## config.mk

```make
export PLATFORM = sky130hd
export DESIGN_NAME = omni_three_wheel_pwm_mixer
export DESIGN_NICKNAME = d
export VERILOG_FILES = /design/src/hw/rtl/otw_mix_pkg.sv /design/src/hw/rtl/omni_three_wheel_pwm_mixer.sv
export VERILOG_INCLUDE_DIRS = /design/src /design/src/hw/rtl
export SDC_FILE = /design/constraint.sdc
export NUM_CORES = 1
export LEC_CHECK = 0
export BUFFER_PORTS_ARGS = -buffer_cell sky130_fd_sc_hd__buf_2
export CAP_MARGIN = 20
export CELL_PAD_IN_SITES_DETAIL_PLACEMENT = 0
export CELL_PAD_IN_SITES_GLOBAL_PLACEMENT = 1
export CORE_MARGIN = 1
export CORE_UTILIZATION = 46
export DETAILED_ROUTE_END_ITERATION = 10
export GPL_TIMING_DRIVEN = 0
export HOLD_SLACK_MARGIN = 0.06
export PLACE_DENSITY_LB_ADDON = 0.2
export SLEW_MARGIN = 30
export SYNTH_ARGS = -nofsm -noshare
export SYNTH_HDL_FRONTEND = slang
export SYNTH_SLANG_ARGS = --single-unit
```

## constraint.sdc

```tcl
create_clock -name clk -period 19.65 [get_ports clk]
set_clock_uncertainty 0.05 [all_clocks]
set_input_delay 2.9475 -clock clk [delete_from_list [all_inputs] [get_ports clk]]
set_output_delay 2.9475 -clock clk [all_outputs]
set_load 0.02 [all_outputs]
```

## src/hw/rtl/omni_three_wheel_pwm_mixer_assert.svh

```systemverilog
// ----------------------------------------------------------------------------
// Assertion macros for the omni mixer
// Concurrent checks on clk, disabled while rst_n is low.
// ----------------------------------------------------------------------------
`ifndef OMNI_THREE_WHEEL_PWM_MIXER_ASSERT_SVH
`define OMNI_THREE_WHEEL_PWM_MIXER_ASSERT_SVH

`ifndef NO_ASSERTIONS
// same-cycle implication
`define OTW_ASSERT_IMP(lbl, ante, cons, msg) \
  lbl: assert property (@(posedge clk) disable iff (!rst_n) (ante) |-> (cons)) \
    else $error(msg);
// next-cycle implication
`define OTW_ASSERT_NXT(lbl, ante, cons, msg) \
  lbl: assert property (@(posedge clk) disable iff (!rst_n) (ante) |=> (cons)) \
    else $error(msg);
`else
`define OTW_ASSERT_IMP(lbl, ante, cons, msg)
`define OTW_ASSERT_NXT(lbl, ante, cons, msg)
`endif

`endif

```

## src/hw/rtl/otw_mix_pkg.sv

```systemverilog
// ----------------------------------------------------------------------------
// otw_mix_pkg
// Constants, register indexes and types for the three-wheel omni mixer.
// ----------------------------------------------------------------------------
package otw_mix_pkg;

  // stick sample and configuration widths
  localparam int unsigned STICK_W    = 8;
  localparam int unsigned DZ_W       = 7;
  localparam int unsigned REV_W      = 3;
  localparam int unsigned PWM_W      = 9;
  localparam int unsigned BRIDGE_W   = 2;
  localparam int unsigned MOTORS     = 3;
  localparam int unsigned CFG_IDX_W  = 2;
  localparam int unsigned CFG_DATA_W = 7;

  // default PWM resolution
  localparam int unsigned PWM_BITS_DEF = 8;

  // mixing arithmetic: motor sum is 32768 * 128 * duty
  localparam int unsigned SUM_W      = 26;
  localparam int unsigned MAG_W      = SUM_W - 1;
  localparam int unsigned FRAC_SHIFT = 22;
  localparam int unsigned HALF_SH    = 14;
  localparam int unsigned ONE_SH     = 15;
  localparam logic signed [SUM_W-1:0] COEF_ROOT3_HALF = SUM_W'(28378);
  localparam logic [MAG_W-1:0]        PWM_LIMIT       = MAG_W'(257);

  // configuration register reset values
  localparam logic [DZ_W-1:0]  DEAD_ZONE_RST     = DZ_W'(10);
  localparam logic [REV_W-1:0] MOTOR_REVERSE_RST = REV_W'(7);

  // configuration register indexes
  typedef enum logic [CFG_IDX_W-1:0] {
    REG_DEAD_ZONE     = 2'd0,
    REG_MOTOR_REVERSE = 2'd1
  } cfg_reg_t;

  // H-bridge direction pin codes
  localparam logic [BRIDGE_W-1:0] BRIDGE_OFF = 2'b00;
  localparam logic [BRIDGE_W-1:0] BRIDGE_FWD = 2'b01;
  localparam logic [BRIDGE_W-1:0] BRIDGE_REV = 2'b10;

  // one captured stick sample
  typedef struct packed {
    logic signed [STICK_W-1:0] stick_x;
    logic signed [STICK_W-1:0] stick_y;
    logic signed [STICK_W-1:0] stick_turn;
    logic                      connected;
  } sample_t;

  // zero an axis whose magnitude lies inside the dead zone
  function automatic logic signed [STICK_W-1:0] dz_apply(
    input logic signed [STICK_W-1:0] v,
    input logic [DZ_W-1:0]           dz
  );
    logic signed [STICK_W:0] vs;
    logic signed [STICK_W:0] dzs;
    vs  = {v[STICK_W-1], v};
    dzs = {2'b00, dz};
    if (vs >= dzs || vs <= -dzs) begin
      return v;
    end
    return '0;
  endfunction

endpackage

```

## src/hw/rtl/omni_three_wheel_pwm_mixer.sv

```systemverilog
// Sample register, then result register; throughput is one sample per cycle unless out_ready
// stalls. The constant-coefficient mix sits in one register stage.
// Reset (rst_n low, synchronous): pipeline empty, dead zone 10, all motors reversed,
// held direction pins cleared. Configuration writes are taken every cycle.
// ----------------------------------------------------------------------------
// omni_three_wheel_pwm_mixer
// Mixes three stick axes into PWM counts and H-bridge direction pins for a
// three-wheel omni base, with dead zone, per-motor reversal and overflow flag.
// ----------------------------------------------------------------------------
`include "omni_three_wheel_pwm_mixer_assert.svh"

module omni_three_wheel_pwm_mixer #(
  parameter int unsigned PWM_BITS = otw_mix_pkg::PWM_BITS_DEF
) (
  input  logic                                    clk,
  input  logic                                    rst_n,
  // sample channel
  input  logic                                    in_valid,
  output logic                                    in_ready,
  input  logic signed [otw_mix_pkg::STICK_W-1:0]  in_stick_x,
  input  logic signed [otw_mix_pkg::STICK_W-1:0]  in_stick_y,
  input  logic signed [otw_mix_pkg::STICK_W-1:0]  in_stick_turn,
  input  logic                                    in_connected,
  // result channel
  output logic                                    out_valid,
  input  logic                                    out_ready,
  output logic [otw_mix_pkg::PWM_W-1:0]           out_pwm_one,
  output logic [otw_mix_pkg::PWM_W-1:0]           out_pwm_two,
  output logic [otw_mix_pkg::PWM_W-1:0]           out_pwm_three,
  output logic [otw_mix_pkg::BRIDGE_W-1:0]        out_bridge_one,
  output logic [otw_mix_pkg::BRIDGE_W-1:0]        out_bridge_two,
  output logic [otw_mix_pkg::BRIDGE_W-1:0]        out_bridge_three,
  output logic [otw_mix_pkg::MOTORS-1:0]          out_overflow_mask,
  // configuration write channel
  input  logic                                    cfg_valid,
  output logic                                    cfg_ready,
  input  logic [otw_mix_pkg::CFG_IDX_W-1:0]       cfg_index,
  input  logic [otw_mix_pkg::CFG_DATA_W-1:0]      cfg_data
);

  localparam int unsigned CNT_SHIFT = otw_mix_pkg::FRAC_SHIFT - PWM_BITS;

  // configuration registers
  logic [otw_mix_pkg::DZ_W-1:0]  dead_zone_r;
  logic [otw_mix_pkg::REV_W-1:0] motor_reverse_r;

  // sample register
  logic                 smp_valid_r;
  otw_mix_pkg::sample_t smp_r;

  // result register and held direction pins
  logic                                 out_valid_r;
  logic [otw_mix_pkg::PWM_W-1:0]        pwm_r     [otw_mix_pkg::MOTORS];
  logic [otw_mix_pkg::BRIDGE_W-1:0]     held_r    [otw_mix_pkg::MOTORS];
  logic [otw_mix_pkg::MOTORS-1:0]       ovf_r;
  logic [otw_mix_pkg::PWM_W-1:0]        pwm_nxt   [otw_mix_pkg::MOTORS];
  logic [otw_mix_pkg::BRIDGE_W-1:0]     held_nxt  [otw_mix_pkg::MOTORS];
  logic [otw_mix_pkg::MOTORS-1:0]       ovf_nxt;

  logic advance;
  logic in_xfer;

  // advance the sample into the result register when that register is free
  assign advance  = !out_valid_r || out_ready;
  assign in_ready = !smp_valid_r || advance;
  assign in_xfer  = in_valid && in_ready;
  assign cfg_ready = 1'b1;

  // configuration writes; unknown indexes are dropped
  always_ff @(posedge clk) begin
    if (!rst_n) begin
      dead_zone_r     <= otw_mix_pkg::DEAD_ZONE_RST;
      motor_reverse_r <= otw_mix_pkg::MOTOR_REVERSE_RST;
    end else if (cfg_valid) begin
      unique case (cfg_index)
        otw_mix_pkg::REG_DEAD_ZONE: begin
          dead_zone_r <= cfg_data[otw_mix_pkg::DZ_W-1:0];
        end
        otw_mix_pkg::REG_MOTOR_REVERSE: begin
          motor_reverse_r <= cfg_data[otw_mix_pkg::REV_W-1:0];
        end
        default: begin
        end
      endcase
    end
  end

  // capture the sample on transfer
  always_ff @(posedge clk) begin
    if (!rst_n) begin
      smp_valid_r <= 1'b0;
    end else if (in_ready) begin
      smp_valid_r <= in_valid;
    end
  end

  always_ff @(posedge clk) begin
    if (in_xfer) begin
      smp_r.stick_x    <= in_stick_x;
      smp_r.stick_y    <= in_stick_y;
      smp_r.stick_turn <= in_stick_turn;
      smp_r.connected  <= in_connected;
    end
  end

  // mix: dead zone, omni matrix, reversal, PWM count and direction per motor
  always_comb begin
    logic signed [otw_mix_pkg::STICK_W-1:0] xz;
    logic signed [otw_mix_pkg::STICK_W-1:0] yz;
    logic signed [otw_mix_pkg::STICK_W-1:0] tz;
    logic signed [otw_mix_pkg::SUM_W-1:0]   xe;
    logic signed [otw_mix_pkg::SUM_W-1:0]   ye;
    logic signed [otw_mix_pkg::SUM_W-1:0]   te;
    logic signed [otw_mix_pkg::SUM_W-1:0]   ymul;
    logic signed [otw_mix_pkg::SUM_W-1:0]   sum  [otw_mix_pkg::MOTORS];
    logic signed [otw_mix_pkg::SUM_W-1:0]   duty;
    logic [otw_mix_pkg::MAG_W-1:0]          mag;
    logic [otw_mix_pkg::MAG_W-1:0]          cnt;
    xz = otw_mix_pkg::dz_apply(smp_r.stick_x, dead_zone_r);
    yz = otw_mix_pkg::dz_apply(smp_r.stick_y, dead_zone_r);
    tz = otw_mix_pkg::dz_apply(smp_r.stick_turn, dead_zone_r);
    xe = otw_mix_pkg::SUM_W'(xz);
    ye = otw_mix_pkg::SUM_W'(yz);
    // turn axis is negated
    te = -otw_mix_pkg::SUM_W'(tz);
    ymul = otw_mix_pkg::SUM_W'(ye * otw_mix_pkg::COEF_ROOT3_HALF);
    sum[0] = (te - xe) <<< otw_mix_pkg::ONE_SH;
    sum[1] = (xe <<< otw_mix_pkg::HALF_SH) - ymul + (te <<< otw_mix_pkg::ONE_SH);
    sum[2] = (xe <<< otw_mix_pkg::HALF_SH) + ymul + (te <<< otw_mix_pkg::ONE_SH);
    ovf_nxt = '0;
    for (int k = 0; k < otw_mix_pkg::MOTORS; k++) begin
      duty = motor_reverse_r[k] ? -sum[k] : sum[k];
      mag  = duty[otw_mix_pkg::SUM_W-1] ? otw_mix_pkg::MAG_W'(-duty)
                                         : otw_mix_pkg::MAG_W'(duty);
      cnt  = mag >> CNT_SHIFT;
      if (!smp_r.connected) begin
        // link down frees every motor
        pwm_nxt[k]  = '0;
        held_nxt[k] = otw_mix_pkg::BRIDGE_OFF;
      end else if (cnt >= otw_mix_pkg::PWM_LIMIT) begin
        // out of range: zero the PWM and hold the pins
        pwm_nxt[k]  = '0;
        held_nxt[k] = held_r[k];
        ovf_nxt[k]  = 1'b1;
      end else begin
        pwm_nxt[k]  = cnt[otw_mix_pkg::PWM_W-1:0];
        held_nxt[k] = (duty > 0) ? otw_mix_pkg::BRIDGE_FWD : otw_mix_pkg::BRIDGE_REV;
      end
    end
  end

  // result register and held direction pins
  always_ff @(posedge clk) begin
    if (!rst_n) begin
      out_valid_r <= 1'b0;
      for (int k = 0; k < otw_mix_pkg::MOTORS; k++) begin
        held_r[k] <= otw_mix_pkg::BRIDGE_OFF;
      end
    end else if (advance) begin
      out_valid_r <= smp_valid_r;
      if (smp_valid_r) begin
        for (int k = 0; k < otw_mix_pkg::MOTORS; k++) begin
          held_r[k] <= held_nxt[k];
        end
      end
    end
  end

  always_ff @(posedge clk) begin
    if (advance && smp_valid_r) begin
      for (int k = 0; k < otw_mix_pkg::MOTORS; k++) begin
        pwm_r[k] <= pwm_nxt[k];
      end
      ovf_r <= ovf_nxt;
    end
  end

  assign out_valid         = out_valid_r;
  assign out_pwm_one       = pwm_r[0];
  assign out_pwm_two       = pwm_r[1];
  assign out_pwm_three     = pwm_r[2];
  assign out_bridge_one    = held_r[0];
  assign out_bridge_two    = held_r[1];
  assign out_bridge_three  = held_r[2];
  assign out_overflow_mask = ovf_r;

  // checks
  `OTW_ASSERT_IMP(a_ready_when_empty, !out_valid_r, in_ready,
    "sample side stalled with an empty result register")
  `OTW_ASSERT_IMP(a_ovf_zero_pwm, out_valid_r && ovf_r[0], pwm_r[0] == '0,
    "overflowed motor drives a non-zero PWM")
  `OTW_ASSERT_IMP(a_bridge_legal, out_valid_r,
    held_r[0] != 2'b11 && held_r[1] != 2'b11 && held_r[2] != 2'b11,
    "both bridge inputs driven high")
  `OTW_ASSERT_NXT(a_result_follows, smp_valid_r && advance, out_valid_r,
    "captured sample lost on its way to the result register")

endmodule
```

# --- Word-level counts from Yosys, hierarchy flattened ---
# Memory sizes are Yosys's and may differ from the RTL's.
# Cells that the tools add are included.
word_totals:
  ff_bits: 40
  mem_bits_rw: 33
  in_bits: 39
  out_inout_bits: 39
  wordCells: 96
  memories: 2
mem_list:
  columns: ["name", "words", "width", "read_ports", "rd_clocked_by_memory_dff", "wr", "line_no", "rtl"]
  rows:
  - ["pwm_r", 3, 9, 3, 0, 3, "omni_three_wheel_pwm_mixer.sv:53", "logic [otw_mix_pkg::PWM_W-1:0] pwm_r [otw_mix_pkg::MOTORS];"]
  - ["held_r", 3, 2, 3, 0, 3, "omni_three_wheel_pwm_mixer.sv:54", "logic [otw_mix_pkg::BRIDGE_W-1:0] held_r [otw_mix_pkg::MOTORS];"]
classes:
  add_sub_neg: 13
  mul: 1
  magnitude_cmp: 12
  n_eq_ne: 1
  muxes: 43
  bitwise: 3
  reduce_logical: 12
ops:
  columns: ["op", "count"]
  rows:
  - ["26-bit by 1-bit greater-than comparator with 1-bit output, second input constant", 3]
  - ["26-bit two-way mux", 3]
  - ["26-bit negator", 3]
  - ["25-bit two-way mux", 3]
  - ["25-bit negator", 3]
  - ["9-bit two-way mux", 6]
  - ["25-bit by 26-bit adder with 26-bit output", 2]
  - ["8-bit two-way mux", 6]
  - ["11-bit by 9-bit greater-or-equal comparator with 1-bit output, second input constant", 3]
  - ["8-bit by 9-bit <= comparator with 1-bit output", 3]
  - ["22-bit by 24-bit adder with 25-bit output", 1]
  - ["22-bit by 24-bit subtractor with 25-bit output", 1]
  - ["8-bit greater-or-equal comparator", 3]
  - ["2-bit two-way mux", 12]
  - ["8-bit by 15-bit multiplier with 23-bit output, second input constant", 1]
  - ["1-bit two-way mux", 13]
  - ["8-bit negator with 11-bit output", 1]
  - ["11-bit by 8-bit subtractor with 11-bit output", 1]
  - ["7-bit negator with 9-bit output", 1]
  - ["1-bit logical OR", 5]
  - ["2-bit AND reduction", 2]
  - ["1-bit OR", 3]
  - ["2-bit by 1-bit equality test with 1-bit output, second input constant", 1]
  - ["1-bit logical AND", 2]
  - ["other kinds (2)", 3]

# --- Longest topological paths before layout ---
# Gate-level depths: netlist (run 1).
logic_depth:
  word_depth: 16
  depth_mapped: 53
  ltp_nobuf: 52

# --- Worst setup path before layout (run 1) ---
# No wires, ideal clock.
synth_timing:
  path_type: "register -> register"
  from: "reg dead_zone_r[1] (netlist name)"
  to: "mem held_r[0][2] in the netlist's numbering (enable)"
  t_arrival_ns: 11.898
  t_required_ns: 19.277
  path_slack_ns: 7.379
  stages_incl_launch_ff: 49
  synth_period_minus_slack_ns: 12.271
  path_cell_list: "dfxtp_1 > inv_1 > ha_1 > or4b_1 > nand2_1 > ha_1 > a21boi_0 > a2111oi_0 > a21oi_4 > nor3_2 > or2_1 > buf_2 > and2_1 > fa_1 > inv_1 > ha_1 > fa_1 > inv_1 > [13 not listed] > a21o_1 > a21o_1 > a21o_1 > xnor2_1 > fa_1 > inv_1 > ha_1 > a21o_1 > a31oi_1 > xor2_1 > or3b_1 > o41ai_2 > xnor2_1 > a41oi_1 > mux2_2 > a211oi_1 > a21oi_2 > a32oi_1"
synth_rtl:
  columns: ["element", "line_no"]
  rows:
  - ["to (decl)", "omni_three_wheel_pwm_mixer.sv:54"]

==> impl_metrics.toml, run 1 <==
[finish]
final_common_cell = "inv_1"
multiInputGateArea_sq_mm = 0.00809
drive_above_1_share = 0.0974
regArea_sq_mm = 0.00204
design_area_sq_mm = 0.0120
final_cell_mix = "inv_1 (172), ha_1 (127), nor2_1 (93), nand2_1 (91), buf_2 (77)"
fin_nets = 1587
area_growth_pct = 10.3
num-fill-cells = 2195
antenna_cells = 0

[sta]
hold_slack_ps = 477
max_freq_mhz = 70.6
setup-violations-final = 0
worstMarginPinSlew_ps = 889
layout_setup_ws_ps = 5480
timing.final.crit_period_ps = 14170
finalHoldViolCount = 0
rsz0062_at_grt = "no"
relSlewSlack = 0.404
setup_tns_ps = 0
finalCritPeriodShare = 0.721
drv_slew = 0

[yosys]
syn_area_per_cell_sq_um = 8.53
synth_fp_nets = 1499
synth-main-ff-cell = "edfxtp_1"
postSynthCellCount = 1273
ys_seq_area_frac = 0.188
mappedNetlistArea_sq_mm = 0.0109
synth.ff_latch_count = 72
synthArstFlopShare = 0
synth-edff-count = 60
yosysWarnings = 0
synth_cell_types = 90

[placed_design]
place_congestion = 0.885
placed_area_sq_mm = 0.0116
dp_slack_ps = 5550
hpwl_mm = 22.0
io_buffer_count = 75

[clock_network]
cts.htree.levels = 3
clkSinkCount = 72
cts-hold-fix-buffers = 0
cts_tree = "yes"
cts_root_buf = "clkbuf_16"
clk_pin_slew_ps = 60
cts_made_buffers = 9
insertion_delay_ps = 350
post_cts_buffers = 0
cts-resized-gates = 0
clk_path_buf_depth = 2

[die]
rows = 55
die_x_um = 156
start_util = 0.474
pin_count = 78
die_y_um = 156
dieArea_sq_mm = 0.0242
core_area_sq_mm = 0.0229

[critical_path]
critPathMaxFanout = 10
worstReg2RegEnd = "held_r[0][2]"
endpoint = "held_r[0][2]"
crit_path_end_kind = "register"
reg2reg_depth = 49
rr_startpoint = "dead_zone_r[1]"
crit_required_ps = 19630
setup.worst_path.start = "dead_zone_r[1]"
slowest_stage = "a2111oi_0"
slowest_delay_ps = 770
crit_type = "register to register"
cpMostUsedCell = "a21o_1"
worstPathArrival_ps = 14140
r2r_slack_ps = 5480
start_kind = "register"

[routing]
drc_errors = 0
first_pass_iters = 5
drtIter0Drc = 366
wire_per_inst_um = 15.7
vias_per_cell = 5.37
via_count = 9018
drt-total-wl_mm = 26.4
antenna_left = 0

[global_route]
gr-total-overflow = 0
grt_max_degree = 31
first_global_vias = 8455
grtUsageTotal = 0.225
grt_pass1_wl_mm = 43.0
antenna_found_initial = 0

[run_status]
status = "finished clean"

[min_path]
worstHoldPathType = "register to register"

[job]
max_cap_violations = 0
## sequential cells by signal, indices dropped and copies added, names as in the netlist
name / cells
smp_valid_r: 1
motor_reverse_r: 3
held_r: 6
smp_r: 25
dead_zone_r: 7
pwm_r: 26
out_overflow_mask: 3
out_valid: 1
## Yosys cell counts (12+ instances only)
cell,number,area (sq um)
fa_1,60,1200
nand2b_1,14,87.6
inv_1,173,649
nand2_1,91,342
or3_1,20,125
nand3_1,22,110
o21ai_0,49,245
and2_1,16,100
clkbuf_1,20,75.1
a21o_1,28,210
edfxtp_1,60,1800
xnor2_1,65,569
dfxtp_1,12,240
xor2_1,47,412
a211oi_1,15,113
a21oi_1,73,365
and3_1,23,144
o31ai_1,12,90.1
nor2_1,93,349
nor2b_1,19,119
nor3_1,33,165
ha_1,127,1590
## critical path, delay by kind of cell, from the launching register on
family / cells / cell delay, ps
adders and majority gates: 9 / 3820
and+or+nand+nor: 11 / 2980
buffers and inverters: 6 / 710
muxes: 1 / 410
AOI/OAI and AO/OA: 19 / 4670
DFF: 1 / 330
xor gates and xnor gates: 3 / 830
## layer usage
metal,routed length (um),track usage,up-vias,part of all wire
li1,-,-,4646,-
met4,415,0.0588,0,0.016
met3,945,0.0228,24,0.036
met1,12900,0.304,4165,0.49
met5,0,0,-,0
met2,12100,0.383,183,0.46
## final cells by class
| type | count | share of cell area |
|---|---|---|
| Clock buffer | 11 | 0.0203 |
| Multi-Input combinational cell | 1004 | 0.675 |
| Clock inverter | 5 | 0.00679 |
| Timing Repair Buffer | 77 | 0.0324 |
| Inverter | 173 | 0.0542 |
| Buffer | 24 | 0.00825 |
| Sequential cell | 72 | 0.170 |
| Tap cell | 313 | 0.0327 |
## kinds of logic after synthesis
| family | Yosys count | share of synthesized area |
|---|---|---|
| multiplexers | 12 | 0.0112 |
| AND/OR/NAND/NOR | 400 | 0.197 |
| XOR/XNOR | 116 | 0.0980 |
| flip-flops | 72 | 0.188 |
| AO/OA/AOI/OAI | 286 | 0.179 |
| buffers and inverters | 197 | 0.0689 |
| other | 2 | 0.000691 |
| adder cells (fa/ha/maj) | 188 | 0.258 |
## worst min path at each step
stage           startpoint        end  slack [ps]  cells past startpoint
2_1_floorplan  smp_valid_r  out_valid         440                      1
3_3_place_gp   smp_valid_r  out_valid         450                      1
3_5_place_dp   smp_valid_r  out_valid         460                      1
4_1_cts        smp_valid_r  out_valid         480                      1
5_1_grt        smp_valid_r  out_valid         510                      1
6_report       smp_valid_r  out_valid         480                      1
## through the flow
step,utilization,cells
floorplan,-,1273
global placement,0.507,1661
detailed placement,0.508,1663
CTS,0.523,1679
global route,0.523,1679
finish,0.523,1679
Power of run 1 is not shown: default switching activity piles up to over one toggle a cycle in this logic, so the estimate is an artifact.
==> inputs of run 2 (changes only) <==
==> constraint.sdc (replaced) <==
create_clock -name clk -period 14.85 [get_ports clk]
set_clock_uncertainty 0.05 [all_clocks]
set_input_delay 2.2275 -clock clk [delete_from_list [all_inputs] [get_ports clk]]
set_output_delay 2.2275 -clock clk [all_outputs]
set_load 0.02 [all_outputs]
==> run 2 against run 1 <==
First-iteration DRC count is 1.9% higher. Register-to-register slack worse by 4500 ps. Clock-buffer cell count stayed put. Utilization hardly changed. Fmax is 2.0% higher. Via count is 0.29% higher. Worst hold slack hardly changed. Final cell count stayed put. Critical path depth is 1 higher. Non-clock buffer count stayed put. Wire length hardly changed. Global-route usage stayed put. Largest cell class unchanged.
==> impl_metrics.toml, run 2 (synthesis gave the netlist of run 1 again) <==
[die]
die_x_um = 156
die_y_um = 156
rows = 55
dieArea_sq_mm = 0.0242
core_area_sq_mm = 0.0229
start_util = 0.474
pin_count = 78

[clock_network]
cts-resized-gates = 0
post_cts_buffers = 0
cts.htree.levels = 3
cts_made_buffers = 9
clkSinkCount = 72
clk_path_buf_depth = 2
cts_tree = "yes"
insertion_delay_ps = 350
clk_pin_slew_ps = 60
cts_root_buf = "clkbuf_16"
cts-hold-fix-buffers = 0

[critical_path]
crit_required_ps = 14830
critPathMaxFanout = 9
start_kind = "register"
crit_family = "compound AO/OA/AOI/OAI gates"
slowest_delay_ps = 650
worstPathArrival_ps = 13860
crit_type = "register to register"
path_buf_inv = 7
crit_path_end_kind = "register"
slowest_stage = "a2111oi_1"

[min_path]
worstHoldPathType = "register to register"

[routing]
via_count = 9044
drt-total-wl_mm = 26.3
antenna_left = 0
drtIter0Drc = 373
first_pass_iters = 5
vias_per_cell = 5.39
wire_per_inst_um = 15.7
drc_errors = 0

[finish]
fin_nets = 1587
antenna_cells = 0
largest_reg_flops = 26
area_growth_pct = 10.4
regMostFlops = "pwm_r"
final_common_cell = "inv_1"
num-fill-cells = 2194
drive_above_1_share = 0.0988
largestRegisters = "pwm_r: 26 flops, smp_r: 25 flops, dead_zone_r: 7 flops"
final_cell_mix = "inv_1 (172), ha_1 (127), nor2_1 (93), nand2_1 (91), buf_2 (77)"

[sta]
setup-violations-final = 0
timing.final.crit_period_ps = 13880
worstMarginPinSlew_ps = 889
rsz0062_at_grt = "no"
finalHoldViolCount = 0
drv_slew = 0
finalCritPeriodShare = 0.935
setup_tns_ps = 0
relSlewSlack = 0.404
max_freq_mhz = 72.0

[global_route]
first_global_vias = 8455
grt_max_degree = 31
gr-total-overflow = 0
grt_pass1_wl_mm = 43.0
antenna_found_initial = 0
grtUsageTotal = 0.225

[placed_design]
io_buffer_count = 75
place_congestion = 0.885
hpwl_mm = 22.0

[job]
max_cap_violations = 0

[run_status]
status = "finished clean"
## run 2: final cells by class
type / count / area [sq um] / share of cell area
plain buffers: 24 / 98.8 / 0.00825
clock buffers: 11 / 243 / 0.0202
clock inverters: 5 / 81.3 / 0.00678
inverters: 173 / 649 / 0.0542
multi-input cells: 1004 / 8090 / 0.675
flip-flops and latches: 72 / 2040 / 0.170
well taps: 313 / 392 / 0.0327
repair buffers: 77 / 388 / 0.0324
## run 2: path summary, 6_finish.rpt
| check | from | to | slack (ps) | cells after the start |
|---|---|---|---|---|
| worst max register to register | dead_zone_r[1] | held_r[0][2] | 970 | 50 |
| worst min-delay path | smp_valid_r | out_valid | 480 | 1 |
| worst max-delay path | dead_zone_r[1] | held_r[0][2] | 970 | 50 |
| worst min register to register | smp_valid_r | out_valid | 480 | 1 |
## run 2: through the flow
step | hold slack (ps) | setup WS, ps | cells | util | instance area, sq um
after floorplan | 436 | 2580 | 1273 | - | 10900
after global placement | 454 | 780 | 1661 | 0.507 | 11600
after detailed placement | 461 | 753 | 1663 | 0.508 | 11600
after CTS | 476 | 651 | 1679 | 0.523 | 12000
after global routing | 509 | 163 | 1679 | 0.523 | 12000
final | 477 | 966 | 1679 | 0.523 | 12000
## run 2: routing by layer
layer	global-route usage	share of wire	vias to the layer above	wire, um
met2	0.383	0.46	205	12000
met4	0.0588	0.016	0	429
met3	0.0228	0.042	27	1100
li1	-	-	4647	-
met1	0.304	0.49	4165	12800
met5	0	0	-	0
Power of run 2 is left out for the same reason.
==> inputs of run 3 (changes only) <==
--- a/config.mk
+++ b/config.mk
@@ -6,7 +6,7 @@
 export SDC_FILE = /design/constraint.sdc
 export NUM_CORES = 1
 export LEC_CHECK = 0
-export BUFFER_PORTS_ARGS = -buffer_cell sky130_fd_sc_hd__buf_2
+export BUFFER_PORTS_ARGS = -buffer_cell sky130_fd_sc_hd__clkbuf_2
 export CAP_MARGIN = 20
 export CELL_PAD_IN_SITES_DETAIL_PLACEMENT = 0
 export CELL_PAD_IN_SITES_GLOBAL_PLACEMENT = 1
@@ -16,7 +16,7 @@
 export GPL_TIMING_DRIVEN = 0
 export HOLD_SLACK_MARGIN = 0.06
 export PLACE_DENSITY_LB_ADDON = 0.2
-export SLEW_MARGIN = 30
+export SLEW_MARGIN = 20
 export SYNTH_ARGS = -nofsm -noshare
 export SYNTH_HDL_FRONTEND = slang
 export SYNTH_SLANG_ARGS = --single-unit
==> run 3 against run 2 <==
Largest cell class unchanged. Wire length about the same. Via count about the same. Flip-flop and latch count did not move. Global-route usage is 0.15 points higher. Die area stayed put.
==> impl_metrics.toml, run 3 (synthesis gave the netlist of run 1 again) <==
[critical_path]
crit_path_end_kind = "register"
crit_family = "compound AO/OA/AOI/OAI gates"
worstPathArrival_ps = 13980
path_buf_inv = 7
rr_startpoint = "dead_zone_r[0]"
reg2reg_depth = 49
cp_num_cells = 49
r2r_slack_ps = 840
crit_required_ps = 14820
cpMostUsedCell = "a21o_1"
start_kind = "register"
slowest_stage = "nor4_1"
crit_type = "register to register"
critPathMaxFanout = 9
slowest_delay_ps = 640
worstReg2RegEnd = "held_r[0][2]"

[die]
rows = 55
dieArea_sq_mm = 0.0242
pin_count = 78
core_area_sq_mm = 0.0229
die_y_um = 156
die_x_um = 156
start_util = 0.474

[finish]
final_common_cell = "inv_1"
area_growth_pct = 10.4
final_cell_mix = "inv_1 (173), ha_1 (127), nor2_1 (93), nand2_1 (91), clkbuf_2 (75)"
num-fill-cells = 2271
regMostFlops = "pwm_r"
fin_cells = 1679
drive_above_1_share = 0.0966
antenna_cells = 0
largestRegisters = "pwm_r: 26 flops, smp_r: 25 flops, dead_zone_r: 7 flops"
fin_util = 0.523
fin_nets = 1587
largest_reg_flops = 26

[min_path]
whs_path_depth = 1
worstHoldPathType = "register to register"
whs_endpoint = "out_valid"
min-delay-start = "smp_valid_r"

[clock_network]
clkSinkCount = 72
cts-hold-fix-buffers = 0
cts_tree = "yes"
cts.htree.levels = 3
cts_root_buf = "clkbuf_16"
insertion_delay_ps = 350
clk_path_buf_depth = 2
post_cts_buffers = 0
cts-resized-gates = 0
cts_made_buffers = 9
clk_pin_slew_ps = 60

[sta]
worstMarginPinSlew_ps = 993
max_freq_mhz = 71.4
relSlewSlack = 0.337
setup-violations-final = 0
setup_tns_ps = 0
hold_slack_ps = 470
timing.final.crit_period_ps = 14010
drv_slew = 0
rsz0062_at_grt = "no"
finalCritPeriodShare = 0.943
finalHoldViolCount = 0

[routing]
via_count = 9049
drtIter0Drc = 328
antenna_left = 0
first_pass_iters = 5
vias_per_cell = 5.39
drc_errors = 0
wire_per_inst_um = 15.7
drt-total-wl_mm = 26.3

[global_route]
grtUsageTotal = 0.226
grt_max_degree = 31
antenna_found_initial = 0
first_global_vias = 8515
gr-total-overflow = 0
grt_pass1_wl_mm = 43.4

[placed_design]
hpwl_mm = 22.1
place_inst = 1663
place_congestion = 0.873
io_buffer_count = 75

[run_status]
status = "finished clean"

[job]
max_cap_violations = 0
run 3: stage by stage:
step / setup slack, ps / area [sq um]
4_1_cts: 778 / 12000
3_5_place_dp: 856 / 11700
3_3_place_gp: 784 / 11600
6_report: 839 / 12000
5_1_grt: 106 / 12000
2_1_floorplan: 2580 / 10900
run 3: worst max-delay path by stage:
stage                   start      endpoint  slack, ps
3_5_place_dp   dead_zone_r[1]  held_r[0][3]        860
3_3_place_gp   dead_zone_r[1]  held_r[0][3]        780
5_1_grt        dead_zone_r[1]  held_r[0][2]        110
2_1_floorplan  dead_zone_r[1]  held_r[0][2]       2580
6_report       dead_zone_r[0]  held_r[0][2]        840
4_1_cts        dead_zone_r[1]  held_r[0][2]        780
run 3: layout make-up:
type                       instances  area [sq um]  area share
buffer                            24          98.8     0.00824
sequential                        72          2040       0.170
clock buffer                      11           233      0.0194
multi-input combinational       1004          8080       0.674
timing repair buffer              77           390      0.0326
clock inverter                     5           104     0.00866
inverter                         173           649      0.0542
tap                              313           392      0.0327
run 3: per-layer routing:
layer,global-route usage,part of all wire,vias to the layer above
met5,0,0,-
met3,0.0253,0.032,27
met2,0.386,0.46,183
met4,0.0523,0.015,0
met1,0.306,0.49,4208
li1,-,-,4631
Power of run 3 is left out for the same reason.
